$ cat src/rtl/cihc_pkg.sv
// Shared types and constants for the compressed image header checker.
`timescale 1ns / 1ps

package cihc_pkg;

  localparam int BYTE_W    = 8;
  localparam int STATUS_W  = 4;
  localparam int IMAGE_W   = 46;
  localparam int SPAN_W    = 63;
  localparam int SEGCNT_W  = 20;
  localparam int SHIFT_W   = 64;
  localparam int RESULT_W  = STATUS_W + IMAGE_W + SPAN_W + SEGCNT_W;
  localparam int OUT_TDATA_W = ((RESULT_W + 7) / 8) * 8;

  localparam int NAME_LEN       = 36;
  localparam int SEG_FIELD_END  = 'h27;
  localparam int CNT_FIELD_END  = 'h2B;
  localparam int LAST_FIELD_END = 'h2F;
  localparam int INDEX_START    = 'h30;
  localparam int MIN_STEP       = 14;
  localparam int MIN_SPAN       = INDEX_START + 8;

  localparam logic [BYTE_W-1:0] MAGIC_0 = 8'h6C;
  localparam logic [BYTE_W-1:0] MAGIC_1 = 8'h7A;
  localparam logic [BYTE_W-1:0] MAGIC_2 = 8'h6D;
  localparam logic [BYTE_W-1:0] MAGIC_3 = 8'h61;

  typedef enum logic [STATUS_W-1:0] {
    ST_OK           = 4'd0,
    ST_SPAN_SHORT   = 4'd1,
    ST_BAD_NAME     = 4'd2,
    ST_SEG_SIZE     = 4'd3,
    ST_ENTRY_COUNT  = 4'd4,
    ST_LAST_SIZE    = 4'd5,
    ST_INDEX_SPAN   = 4'd6,
    ST_ENTRY0       = 4'd7,
    ST_ENTRY_LARGE  = 4'd8,
    ST_ENTRY_STEP   = 4'd9,
    ST_DATA_SPAN    = 4'd10
  } status_t;

  typedef struct packed {
    logic              first;
    logic [BYTE_W-1:0] data_byte;
  } in_item_t;

  typedef struct packed {
    logic [SEGCNT_W-1:0] segment_count;
    logic [SPAN_W-1:0]   container_end;
    logic [IMAGE_W-1:0]  image_size;
    status_t             status;
  } result_t;

endpackage

$ cat src/rtl/compressed_image_header_check.sv
// Top level of the compressed image header checker.
//
//  channel | direction | handshake          | payload
//  in_     | input     | in_tvalid/tready   | tdata: data_byte; tuser: first
//  out_    | output    | out_tvalid/tready  | tdata: status, image_size, container_end,
//          |           |                    |        segment_count
//  cfg_    | input     | cfg_wr_en          | cfg_wr_data: container_span
//
// One byte per cycle unless the output stalls; verdicts go out via the result register.
// The input register and the result register each hold one transaction.
// Synchronous active-low reset; after reset bytes are dropped until a first mark.
// A stalled result register holds off the check stage and then the input side.
`timescale 1ns / 1ps

module compressed_image_header_check #(
  parameter int     MAX_ENTRIES = 1048576,
  parameter longint MAX_SEGMENT = 67108864
) (
  input  logic                                clk,
  input  logic                                rst_n,
  input  logic                                cfg_wr_en,
  input  logic [cihc_pkg::SPAN_W-1:0]         cfg_wr_data,
  input  logic                                in_tvalid,
  output logic                                in_tready,
  input  logic [cihc_pkg::BYTE_W-1:0]         in_tdata,   // [7:0] data_byte
  input  logic                                in_tuser,   // [0] first
  output logic                                out_tvalid,
  input  logic                                out_tready,
  // [3:0] status, [49:4] image_size, [112:50] container_end,
  // [132:113] segment_count, [135:133] zero
  output logic [cihc_pkg::OUT_TDATA_W-1:0]    out_tdata
);
  import cihc_pkg::*;

  in_item_t in_item;
  in_item_t item;
  logic     item_valid;
  logic     go;
  logic     emit;
  logic     can_load;
  result_t  result;
  result_t  out_result;

  assign in_item.first     = in_tuser;
  assign in_item.data_byte = in_tdata;
  assign go                = item_valid && can_load;
  assign out_tdata         = OUT_TDATA_W'(out_result);

  cihc_in_stage u_in (
    .clk        (clk),
    .rst_n      (rst_n),
    .in_valid   (in_tvalid),
    .in_ready   (in_tready),
    .in_item    (in_item),
    .item_valid (item_valid),
    .item       (item),
    .pop        (go)
  );

  cihc_check #(
    .MAX_ENTRIES (MAX_ENTRIES),
    .MAX_SEGMENT (MAX_SEGMENT)
  ) u_check (
    .clk         (clk),
    .rst_n       (rst_n),
    .cfg_wr_en   (cfg_wr_en),
    .cfg_wr_data (cfg_wr_data),
    .go          (go),
    .item        (item),
    .emit        (emit),
    .result      (result)
  );

  cihc_out_stage u_out (
    .clk        (clk),
    .rst_n      (rst_n),
    .load       (go && emit),
    .result     (result),
    .can_load   (can_load),
    .out_valid  (out_tvalid),
    .out_ready  (out_tready),
    .out_result (out_result)
  );

endmodule

$ cat src/rtl/cihc_in_stage.sv
// Input register stage for container bytes.
`timescale 1ns / 1ps

module cihc_in_stage (
  input  logic               clk,
  input  logic               rst_n,
  input  logic               in_valid,
  output logic               in_ready,
  input  cihc_pkg::in_item_t in_item,
  output logic               item_valid,
  output cihc_pkg::in_item_t item,
  input  logic               pop
);
  import cihc_pkg::*;

  logic     valid_r;
  in_item_t item_r;

  assign in_ready   = !valid_r || pop;
  assign item_valid = valid_r;
  assign item       = item_r;

  always_ff @(posedge clk) begin
    if (!rst_n) begin
      valid_r <= 1'b0;
    end else if (in_ready) begin
      valid_r <= in_valid;
    end
  end

  always_ff @(posedge clk) begin
    if (in_ready && in_valid) begin
      item_r <= in_item;
    end
  end

endmodule

$ cat src/rtl/cihc_check.sv
// Header field parser and index checker with per-stream state.
`timescale 1ns / 1ps

module cihc_check #(
  parameter int      MAX_ENTRIES = 1048576,
  parameter longint  MAX_SEGMENT = 67108864
) (
  input  logic                          clk,
  input  logic                          rst_n,
  input  logic                          cfg_wr_en,
  input  logic [cihc_pkg::SPAN_W-1:0]   cfg_wr_data,
  input  logic                          go,
  input  cihc_pkg::in_item_t            item,
  output logic                          emit,
  output cihc_pkg::result_t             result
);
  import cihc_pkg::*;

  localparam int CW = $clog2(MAX_ENTRIES + 1);
  localparam int SW = $clog2(MAX_SEGMENT + 1);
  localparam int PW = $clog2(INDEX_START + 8 * MAX_ENTRIES);
  localparam int XW = PW - 3;

  logic [SPAN_W-1:0]  span_r;
  logic [PW-1:0]      pos_r, pos_nxt;
  logic [SHIFT_W-1:0] shift_r, shift_nxt;
  logic [SW-1:0]      seg_r, seg_nxt;
  logic [CW-1:0]      cnt_r, cnt_nxt;
  logic [SW-1:0]      last_r, last_nxt;
  logic [SHIFT_W-1:0] prevp_r, prevp_nxt;
  logic               done_r, done_nxt;
  logic [CW+SW-1:0]   prod_r;
  logic [SPAN_W-1:0]  doff_r;
  logic [SPAN_W-1:0]  room_r;
  logic               dfit_r;

  logic [PW-1:0]      p;
  logic [PW-1:0]      rel;
  logic [XW-1:0]      idx;
  logic [31:0]        v32;
  logic [BYTE_W-1:0]  want;
  logic [SHIFT_W-1:0] img_sum;

  always_comb begin
    pos_nxt   = pos_r;
    shift_nxt = shift_r;
    seg_nxt   = seg_r;
    cnt_nxt   = cnt_r;
    last_nxt  = last_r;
    prevp_nxt = prevp_r;
    done_nxt  = done_r;
    emit      = 1'b0;
    result    = '0;
    p         = item.first ? '0 : pos_r;
    rel       = p - PW'(INDEX_START);
    idx       = rel[PW-1:3];
    v32       = '0;
    want      = '0;
    img_sum   = SHIFT_W'(prod_r) + SHIFT_W'(last_r);

    if (item.first) begin
      pos_nxt   = '0;
      shift_nxt = '0;
      seg_nxt   = '0;
      cnt_nxt   = '0;
      last_nxt  = '0;
      prevp_nxt = '0;
      done_nxt  = 1'b0;
    end

    if (item.first && (span_r < SPAN_W'(MIN_SPAN))) begin
      emit          = 1'b1;
      result.status = ST_SPAN_SHORT;
      done_nxt      = 1'b1;
    end else if (item.first || !done_r) begin
      pos_nxt   = p + 1'b1;
      shift_nxt = {(item.first ? 56'd0 : shift_r[SHIFT_W-9:0]), item.data_byte};
      v32       = shift_nxt[31:0];
      if (p < PW'(NAME_LEN)) begin
        case (p)
          PW'(0):  want = MAGIC_0;
          PW'(1):  want = MAGIC_1;
          PW'(2):  want = MAGIC_2;
          PW'(3):  want = MAGIC_3;
          default: want = '0;
        endcase
        if (item.data_byte != want) begin
          emit          = 1'b1;
          result.status = ST_BAD_NAME;
        end
      end else if (p < PW'(INDEX_START)) begin
        if (p == PW'(SEG_FIELD_END)) begin
          seg_nxt = SW'(v32);
          if (v32 == '0 || {32'd0, v32} > 64'(MAX_SEGMENT)) begin
            emit          = 1'b1;
            result.status = ST_SEG_SIZE;
          end
        end else if (p == PW'(CNT_FIELD_END)) begin
          cnt_nxt = CW'(v32);
          if (v32 <= 32'd1 || {32'd0, v32} > 64'(MAX_ENTRIES)) begin
            emit          = 1'b1;
            result.status = ST_ENTRY_COUNT;
          end
        end else if (p == PW'(LAST_FIELD_END)) begin
          last_nxt = SW'(v32);
          if (v32 == '0 || v32 > 32'(seg_r)) begin
            emit          = 1'b1;
            result.status = ST_LAST_SIZE;
          end else if (!dfit_r) begin
            emit          = 1'b1;
            result.status = ST_INDEX_SPAN;
          end
        end
      end else if (rel[2:0] == 3'd7) begin
        if (shift_nxt[SHIFT_W-1]) begin
          emit          = 1'b1;
          result.status = ST_ENTRY_LARGE;
        end else if (idx == '0 && shift_nxt != '0) begin
          emit          = 1'b1;
          result.status = ST_ENTRY0;
        end else if (idx != '0 && shift_nxt < prevp_r) begin
          emit          = 1'b1;
          result.status = ST_ENTRY_STEP;
        end else begin
          prevp_nxt = shift_nxt + SHIFT_W'(MIN_STEP);
          if ((SHIFT_W'(idx) + 1'b1) >= SHIFT_W'(cnt_r)) begin
            emit = 1'b1;
            if (!dfit_r || shift_nxt[SPAN_W-1:0] > room_r) begin
              result.status = ST_DATA_SPAN;
            end else begin
              result.status        = ST_OK;
              result.image_size    = img_sum[IMAGE_W-1:0];
              result.container_end = doff_r + shift_nxt[SPAN_W-1:0];
              result.segment_count = SEGCNT_W'(cnt_r - 1'b1);
            end
          end
        end
      end
      if (emit) begin
        done_nxt = 1'b1;
      end
    end
  end

  always_ff @(posedge clk) begin
    if (!rst_n) begin
      span_r  <= '0;
      pos_r   <= '0;
      shift_r <= '0;
      seg_r   <= '0;
      cnt_r   <= '0;
      last_r  <= '0;
      prevp_r <= '0;
      done_r  <= 1'b1;
    end else begin
      if (cfg_wr_en) begin
        span_r <= cfg_wr_data;
      end
      if (go) begin
        pos_r   <= pos_nxt;
        shift_r <= shift_nxt;
        seg_r   <= seg_nxt;
        cnt_r   <= cnt_nxt;
        last_r  <= last_nxt;
        prevp_r <= prevp_nxt;
        done_r  <= done_nxt;
      end
    end
  end

  always_ff @(posedge clk) begin
    prod_r <= (CW+SW)'((cnt_r - CW'(2)) * seg_r);
    doff_r <= SPAN_W'(INDEX_START) + (SPAN_W'(cnt_r) << 3);
    room_r <= span_r - doff_r;
    dfit_r <= doff_r <= span_r;
  end

endmodule

$ cat src/rtl/cihc_out_stage.sv
// Result register stage for check verdicts.
`timescale 1ns / 1ps

module cihc_out_stage (
  input  logic              clk,
  input  logic              rst_n,
  input  logic              load,
  input  cihc_pkg::result_t result,
  output logic              can_load,
  output logic              out_valid,
  input  logic              out_ready,
  output cihc_pkg::result_t out_result
);
  import cihc_pkg::*;

  logic    valid_r;
  result_t result_r;

  assign can_load   = !valid_r || out_ready;
  assign out_valid  = valid_r;
  assign out_result = result_r;

  always_ff @(posedge clk) begin
    if (!rst_n) begin
      valid_r <= 1'b0;
    end else if (can_load) begin
      valid_r <= load;
    end
  end

  always_ff @(posedge clk) begin
    if (can_load && load) begin
      result_r <= result;
    end
  end

endmodule

$ cat config.mk
export PLATFORM = sky130hd
export DESIGN_NAME = compressed_image_header_check
export DESIGN_NICKNAME = d
export VERILOG_FILES = /design/src/rtl/cihc_pkg.sv /design/src/rtl/compressed_image_header_check.sv /design/src/rtl/cihc_in_stage.sv /design/src/rtl/cihc_check.sv /design/src/rtl/cihc_out_stage.sv
export SDC_FILE = /design/constraint.sdc
export NUM_CORES = 2
export LEC_CHECK = 0
export BUFFER_PORTS_ARGS = -buffer_cell sky130_fd_sc_hd__buf_2
export CORE_MARGIN = 4
export CORE_UTILIZATION = 50
export CTS_BUF_LIST = sky130_fd_sc_hd__clkbuf_8
export CTS_CLUSTER_DIAMETER = 60
export DETAILED_ROUTE_END_ITERATION = 8
export PLACE_DENSITY = 0.77
export SLEW_MARGIN = 20
export SYNTH_ARGS = -nofsm -noshare
export SYNTH_HDL_FRONTEND = slang
export SYNTH_SLANG_ARGS = --single-unit
export TNS_END_PERCENT = 30
$ cat constraint.sdc
create_clock -name clk -period 14.5 [get_ports clk]
set_clock_uncertainty 0.05 [all_clocks]
set_input_delay 1.45 -clock clk [delete_from_list [all_inputs] [get_ports clk]]
set_output_delay 1.45 -clock clk [all_outputs]
set_load 0.05 [all_outputs]
== Word level (Yosys, flattened, before mapping) ==
Index checks and enable logic that the tools add are counted.

* Bits in latches: 0
* Memories: 0
* Output and inout port bits: 138
* Memory bits (read-only): 0
* Memory bits (writable): 0
* Logic and storage cells: 164
* Register bits after elaboration: 608

* $add $sub $neg: 10
* $mul: 1
* Magnitude comparators: 11
* Equality and inequality tests: 8
* Bitwise operators: 3
* Shift operators: 0
* Div/mod/pow operators: 0
* Reductions and logical operators: 25
* Multiplexer cells: 85

{| class="wikitable"
|+ Operators by type and width
! operator !! number
|-
| $mux 64 || 12
|-
| $mux 129 || 4
|-
| $mux 27 || 14
|-
| $mux 133 || 2
|-
| $mux 21 || 7
|-
| $eq 24x6->1 const B || 3
|-
| $mux 24 || 3
|-
| $add 64x4->64 const B || 1
|-
| $lt 64x64->1 || 1
|-
| $reduce_bool 64->1 || 1
|-
| $add 63x63->63 || 1
|-
| $gt 63x63->1 || 1
|-
| $le 63x63->1 || 1
|-
| $lt 63x6->1 const B || 1
|-
| $sub 63x63->63 || 1
|-
| $mux 56 || 1
|-
| $eq 24x2->1 const B || 2
|-
| $lt 24x6->1 const B || 2
|-
| $mul 48x27->46 || 1
|-
| $add 46x27->46 || 1
|-
| $mux 4 || 10
|-
| $gt 32x21->1 const B || 1
|-
| $gt 32x27->1 || 1
|-
| $gt 32x27->1 const B || 1
|-
| other kinds (26) || 70
|}

== Depth between registers and ports, before layout ==
* Word-level depth: 17
* Depth in mapped cells: 37
* Mapped depth without buffers: 32

== Modules after synthesis ==
Synthesis repeated with hierarchy kept, for this count alone.

* Cells, all modules: 5,847
* Area total of the unflattened synthesis: 50,943.9 um^2

{| class="wikitable"
|+ By module, submodules not included
! module !! cells each !! instances !! area an instance (um^2)
|-
| cihc_check || 5,689 || 1 || 46,525.9
|-
| cihc_out_stage || 138 || 1 || 4,051.4
|-
| cihc_in_stage || 14 || 1 || 327.8
|-
| compressed_image_header_check || 6 || 1 || 38.8
|}

== Worst setup path before layout ==
OpenSTA, ideal clock, no wires.

* Path kind: register to register
* Start point: register u_in.item_r, in the netlist u_in.item[8]
* End point: register u_out.result_r, in the netlist u_out.out_result[0], enable pin
* Clock period less this slack: 12.197 ns
* Setup time: 0.669 ns
* Arrival time: 11.478 ns
* Buffers on the path: 8
* Stages on the path, launching flop included: 27
* Setup slack: 2.303 ns
* Path through: edfxtp_1 buf_2 buf_2 inv_1 clkbuf_1 clkbuf_1 buf_2 nand2_1 inv_1 ha_1 buf_2 buf_2 buf_6 xnor2_1 nand3_1 or4b_4 nand4bb_4 or4b_4 nor2_1 xnor2_1 ha_1 nand4_1 nor2_1 a21oi_2 a31oi_1 o21ai_0 a21oi_1

* Longest elaborated chain between the ends: 17
* Elaborated cells on any way between the ends: 56
* Those cells by class: 2 x add/sub; 8 x order compare; 8 x eq/ne; 24 x mux; 14 x reduce/logical

{| class="wikitable"
|+ RTL lines
! item !! RTL line !! text
|-
| start, declared || cihc_in_stage.sv:17 || <nowiki>in_item_t item_r;</nowiki>
|-
| start signal, assigned || cihc_in_stage.sv:33 || <nowiki>item_r <= in_item;</nowiki>
|-
| $mux 24 || cihc_check.sv:54 || <nowiki>p = item.first ? '0 : pos_r;</nowiki>
|-
| $sub 24x6->24 || cihc_check.sv:55 || <nowiki>rel = p - PW'(INDEX_START);</nowiki>
|-
| $add 21x1->22 || cihc_check.sv:126 || <nowiki>if ((SHIFT_W'(idx) + 1'b1) >= SHIFT_W'(cnt_r)) begin</nowiki>
|-
| $ge 22x21->1 || cihc_check.sv:126 ||
|-
| $mux 1 || cihc_check.sv:126 ||
|-
| $mux 1 || cihc_check.sv:121 || <nowiki>end else if (idx != '0 && shift_nxt < prevp_r) begin</nowiki>
|-
| $mux 1 || cihc_check.sv:118 || <nowiki>end else if (idx == '0 && shift_nxt != '0) begin</nowiki>
|-
| $mux 1 || cihc_check.sv:115 || <nowiki>if (shift_nxt[SHIFT_W-1]) begin</nowiki>
|-
| $mux 1 || cihc_check.sv:114 || <nowiki>end else if (rel[2:0] == 3'd7) begin</nowiki>
|-
| $mux 1 || cihc_check.sv:91 || <nowiki>end else if (p < PW'(INDEX_START)) begin</nowiki>
|-
| $mux 1 || cihc_check.sv:79 || <nowiki>if (p < PW'(NAME_LEN)) begin</nowiki>
|-
| $mux 1 || cihc_check.sv:75 || <nowiki>end else if (item.first || !done_r) begin</nowiki>
|-
| $mux 1 || cihc_check.sv:71 || <nowiki>if (item.first && (span_r < SPAN_W'(MIN_SPAN))) begin</nowiki>
|-
| $mux 1 || cihc_check.sv:75 ||
|-
| $mux 1 (*) || cihc_check.sv:71 ||
|-
| $logic_and 1x1->1 (*) || compressed_image_header_check.sv:77 || <nowiki>.load (go && emit),</nowiki>
|-
| $logic_and 1x1->1 (*) || cihc_out_stage.sv:32 || <nowiki>if (can_load && load) begin</nowiki>
|-
| end signal, assigned || cihc_out_stage.sv:33 || <nowiki>result_r <= result;</nowiki>
|-
| end, declared || cihc_out_stage.sv:17 || <nowiki>result_t result_r;</nowiki>
|}

Mark *: on every way between the ends. The rest lies on a longest branch, timed or not. The select of a mux whose other input is x is not followed.
A chain may end at the register's enable or synchronous reset.

== Final worst setup path ==
* Start point: register u_check.cnt_r[1]
* End point: register u_check.prod_r[45]

* Longest elaborated chain between the ends: 2

{| class="wikitable"
|+ RTL lines
! item !! RTL line !! text
|-
| start, declared || cihc_check.sv:28 || <nowiki>logic [CW-1:0] cnt_r, cnt_nxt;</nowiki>
|-
| start signal, assigned || cihc_check.sv:163 || <nowiki>cnt_r <= cnt_nxt;</nowiki>
|-
| $sub 21x2->22 || cihc_check.sv:172 || <nowiki>prod_r <= (CW+SW)'((cnt_r - CW'(2)) * seg_r);</nowiki>
|-
| $mul 48x27->46 || cihc_check.sv:172 ||
|-
| end signal, assigned || cihc_check.sv:172 ||
|-
| end, declared || cihc_check.sv:32 || <nowiki>logic [CW+SW-1:0] prod_r;</nowiki>
|}

Every way passes these cells.

==> impl_metrics.csv <==
group,metric,value,unit
outcome,status,"completed",
cts,postCtsSetupRepairBufs,0,
layout,final_nets,7228,
worst_setup_path,critPathArrivalTime,10.99,ns
layout,areaGrowthSynthToFinish,9.06,%
floorplanning,start_util,50.5,%
placement,gp_congestion,0.985,
global_route,grt_pass1_wl,259000,um
yosys,ys_types,104,
placement,place_area,55700,um^2
power,seqPwrFrac,45.5,%
timing,setup_tns,0,ns
cts,cts_root_buf,"clkbuf_8",
timing,relSlewSlack,20.1,%
floorplanning,die_w,334,um
timing,tightestPinTransition,1.19,ns
hold_path,min-delay-start,"u_check.span_r[1]$_SDFFE_PN0P_",
drt,drtIter0Drc,4584,
cts,cts_tree,"yes",
yosys,async_reset_ff_share,0,%
yosys,syn_area,53200,um^2
power,power_frac_comb,9.4,%
yosys,netlist_instances,6053,
layout,layout.cells.most_common_list,"inv_1 (947), fa_1 (609), nor2_1 (607)",
floorplanning,row_count,119,
power,ir_worst_vdd,91.7,uV
cts,clk_transition_reported_paths,0.06,ns
power,power_frac_clock,45.2,%
placement,dp_hpwl,128000,um
drt,wl_per_cell,21.8,um
timing,rsz0062_at_grt,"no",
timing,min_period,10.40,ns
flow_run,maxCapViolations,0,
worst_setup_path,cp_max_fo,19,
yosys,synth_edf_count,142,
drt,drt_first_pass_iters,9,
drt,wl,166000,um
cts,cts_resized,0,
layout,drive_gt1_share,9.02,%
yosys,ys.flop_type,"dfxtp_1",
power,p_int,0.00265,W
placement,io_buffers,211,
worst_setup_path,slowest_delay,0.61,ns
layout,layout_commonest_cell,"inv_1",
layout,fill_cells,9341,
global_route,antenna_found_initial,8,
floorplanning,die-height,334,um
layout,final_area,58000,um^2
global_route,grtUsageTotal,29.7,%
yosys,syn_area_per_cell,8.79,um^2
drt,num_vias,44469,
worst_setup_path,cp_top_family,"adder cells",
power,totalPowerFinal,0.00369,W
worst_setup_path,critical_path_required,15.09,ns
power,power.switching,0.00104,W
timing,setup_viol,0,
drt,remaining_drc_errors,0,
timing,hold_viol,0,
timing,drv_slew,0,
power,leakagePower,26.6,nW
timing,fmax,96.1,MHz
floorplanning,dieArea,112000,um^2
yosys,seq_area_frac_synth,23.7,%
cts,cts_made_buffers,99,
worst_setup_path,reg2reg_from,"u_check.cnt_r[1]$_SDFFE_PN0P_",
worst_setup_path,cp_slowest_cell,"fa_1",
cts,cts_htree_levels,3,
worst_setup_path,critPathBufInv,8,
global_route,gr-total-overflow,0,
cts,insertion_delay,0.79,ns
timing,fin_crit_sh,71.7,%
yosys,yosysWarnings,0,
yosys,ys_ff_latch,559,
cts,cts_max_path_buffers,3,
worst_setup_path,crit_start,"u_check.cnt_r[1]$_SDFFE_PN0P_",
worst_setup_path,critPathKind,"reg -> reg",
drt,viasPerCell,5.82,
floorplanning,core,105000,um^2
worst_setup_path,critPathLaunchType,"flip-flop",
floorplanning,ios,215,
worst_setup_path,critPathCaptureType,"flip-flop",
cts,hold_buffers,0,
hold_path,worstHoldPathType,"reg -> reg",
worst_setup_path,cp_common_cell,"fa_1",
global_route,grt_pass1_vias,44949,
power,powerDensity,63.7,nW/um^2
global_route,grt_start_max_net_pins,136,
cts,cts_num_sinks,559,
power,switching_share,28.1,%
drt,detail-route-antenna-nets,0,
==> worst reg2reg max path, delay by kind of cell, from the launching register on <==
| kind | cells | cell delay [ns] |
|---|---|---|
| xor gates and xnor gates | 1 | 0.39 |
| AOI/OAI and AO/OA | 7 | 1.53 |
| and+or+nand+nor | 9 | 2.05 |
| adders and majority gates | 9 | 4.60 |
| buffers and inverters | 8 | 1.34 |
| DFF | 1 | 0.31 |
==> final timing paths <==
kind / end / slack [ns] / cells after the start
min: u_check.room_r[1]$_DFF_P_ / 0.35 / 0
max reg2reg: u_check.prod_r[45]$_DFF_P_ / 4.10 / 34
max: u_check.prod_r[45]$_DFF_P_ / 4.10 / 34
min reg2reg: u_check.room_r[1]$_DFF_P_ / 0.35 / 0
==> power groups by stage <==
| stage | registers [W] | logic, W | clock network, W |
|---|---|---|---|
| floorplan | 0.00175 | 0.000197 | 0 |
| CTS | 0.00168 | 0.000341 | 0.00168 |
| detailed placement | 0.00171 | 0.000337 | 0 |
| global placement | 0.00171 | 0.000333 | 0 |
| global route | 0.00168 | 0.000374 | 0.00175 |
| finish | 0.00168 | 0.000346 | 0.00167 |
==> flip-flops by register name, indices dropped and copies added (netlist names), 9 cells and up <==
register and flops:
u_check.cnt_r 21, u_check.doff_r 22, u_check.last_r 27, u_check.pos_r 24, u_check.prevp_r 64, u_check.prod_r 46
u_check.room_r 63, u_check.seg_r 27, u_check.shift_r 56, u_check.span_r 63, u_in.item 9, u_out.out_result 133
==> synthesized netlist by cell type (16+ instances only) <==
cell type | number | area share (%)
or3_1 | 31 | 0.36
dfxtp_1 | 417 | 16
nor2_1 | 608 | 4.3
a22oi_1 | 125 | 1.8
clkbuf_1 | 246 | 1.7
o31ai_1 | 22 | 0.31
nand2b_1 | 25 | 0.29
xor2_1 | 101 | 1.7
fa_1 | 610 | 23
and2_1 | 156 | 1.8
or4_1 | 16 | 0.23
o211ai_1 | 26 | 0.37
a21o_1 | 68 | 0.96
a211oi_1 | 28 | 0.40
o21a_1 | 32 | 0.45
nand4_1 | 88 | 1.0
ha_1 | 377 | 8.9
nor2b_1 | 95 | 1.1
mux2i_1 | 70 | 1.3
inv_1 | 928 | 6.5
and3_1 | 59 | 0.69
edfxtp_1 | 142 | 8.0
o21ai_0 | 153 | 1.4
or2_2 | 18 | 0.21
a31oi_1 | 24 | 0.28
nand3_1 | 116 | 1.1
xnor2_1 | 218 | 3.6
buf_2 | 20 | 0.19
nor3_1 | 107 | 1.0
nand2_1 | 578 | 4.1
a21oi_1 | 186 | 1.7
nand3b_1 | 16 | 0.23
nor4_1 | 69 | 0.81
==> final cells by class <==
type	count	area [um^2]	share of cell area, %
Tap cell	1391	1740	3.00
Inverter	943	3540	6.11
Antenna cell	2	5.00	0.00863
Timing Repair Buffer	307	1800	3.11
Multi-Input combinational cell	4254	36100	62.1
Clock buffer	119	1640	2.82
Sequential cell	559	12600	21.7
Clock inverter	68	622	1.07
==> stage by stage <==
stage               instances  setup slack (ns)  hold WS, ns  utilization (%)
finish                   7643              4.10        0.354             55.0
global route             7643              3.38        0.390             55.0
CTS                      7641              3.83        0.384             55.0
detailed placement       7454              3.90        0.315             52.9
global placement         7454              4.04        0.315             52.9
floorplan                6055              2.30        0.292                -
==> cells by family (layout without fill, tap and decap cells) <==
group                    Yosys count  in the layout  share of synthesized area, %
AND/OR/NAND/NOR                 2051           2051                          18.4
buffers and inverters           1242           1437                          9.08
adder cells (fa/ha/maj)          987            987                          31.8
AO/OA/AOI/OAI                    821            821                          10.3
flip-flops                       559            559                          23.7
XOR/XNOR                         320            320                          5.29
multiplexers                      72             72                          1.37
other                              1              5                       0.00705
==> layer usage <==
metal / GRT usage [%] / part of all wire [%] / up-vias
li1: - / - / 19965
met1: 38.6 / 39 / 21561
met2: 46.6 / 45 / 2407
met3: 8.01 / 11 / 534
met4: 13.4 / 5.2 / 2
met5: 0 / 0.0078 / -
Note: power is estimated with default switching activity, not from simulation.
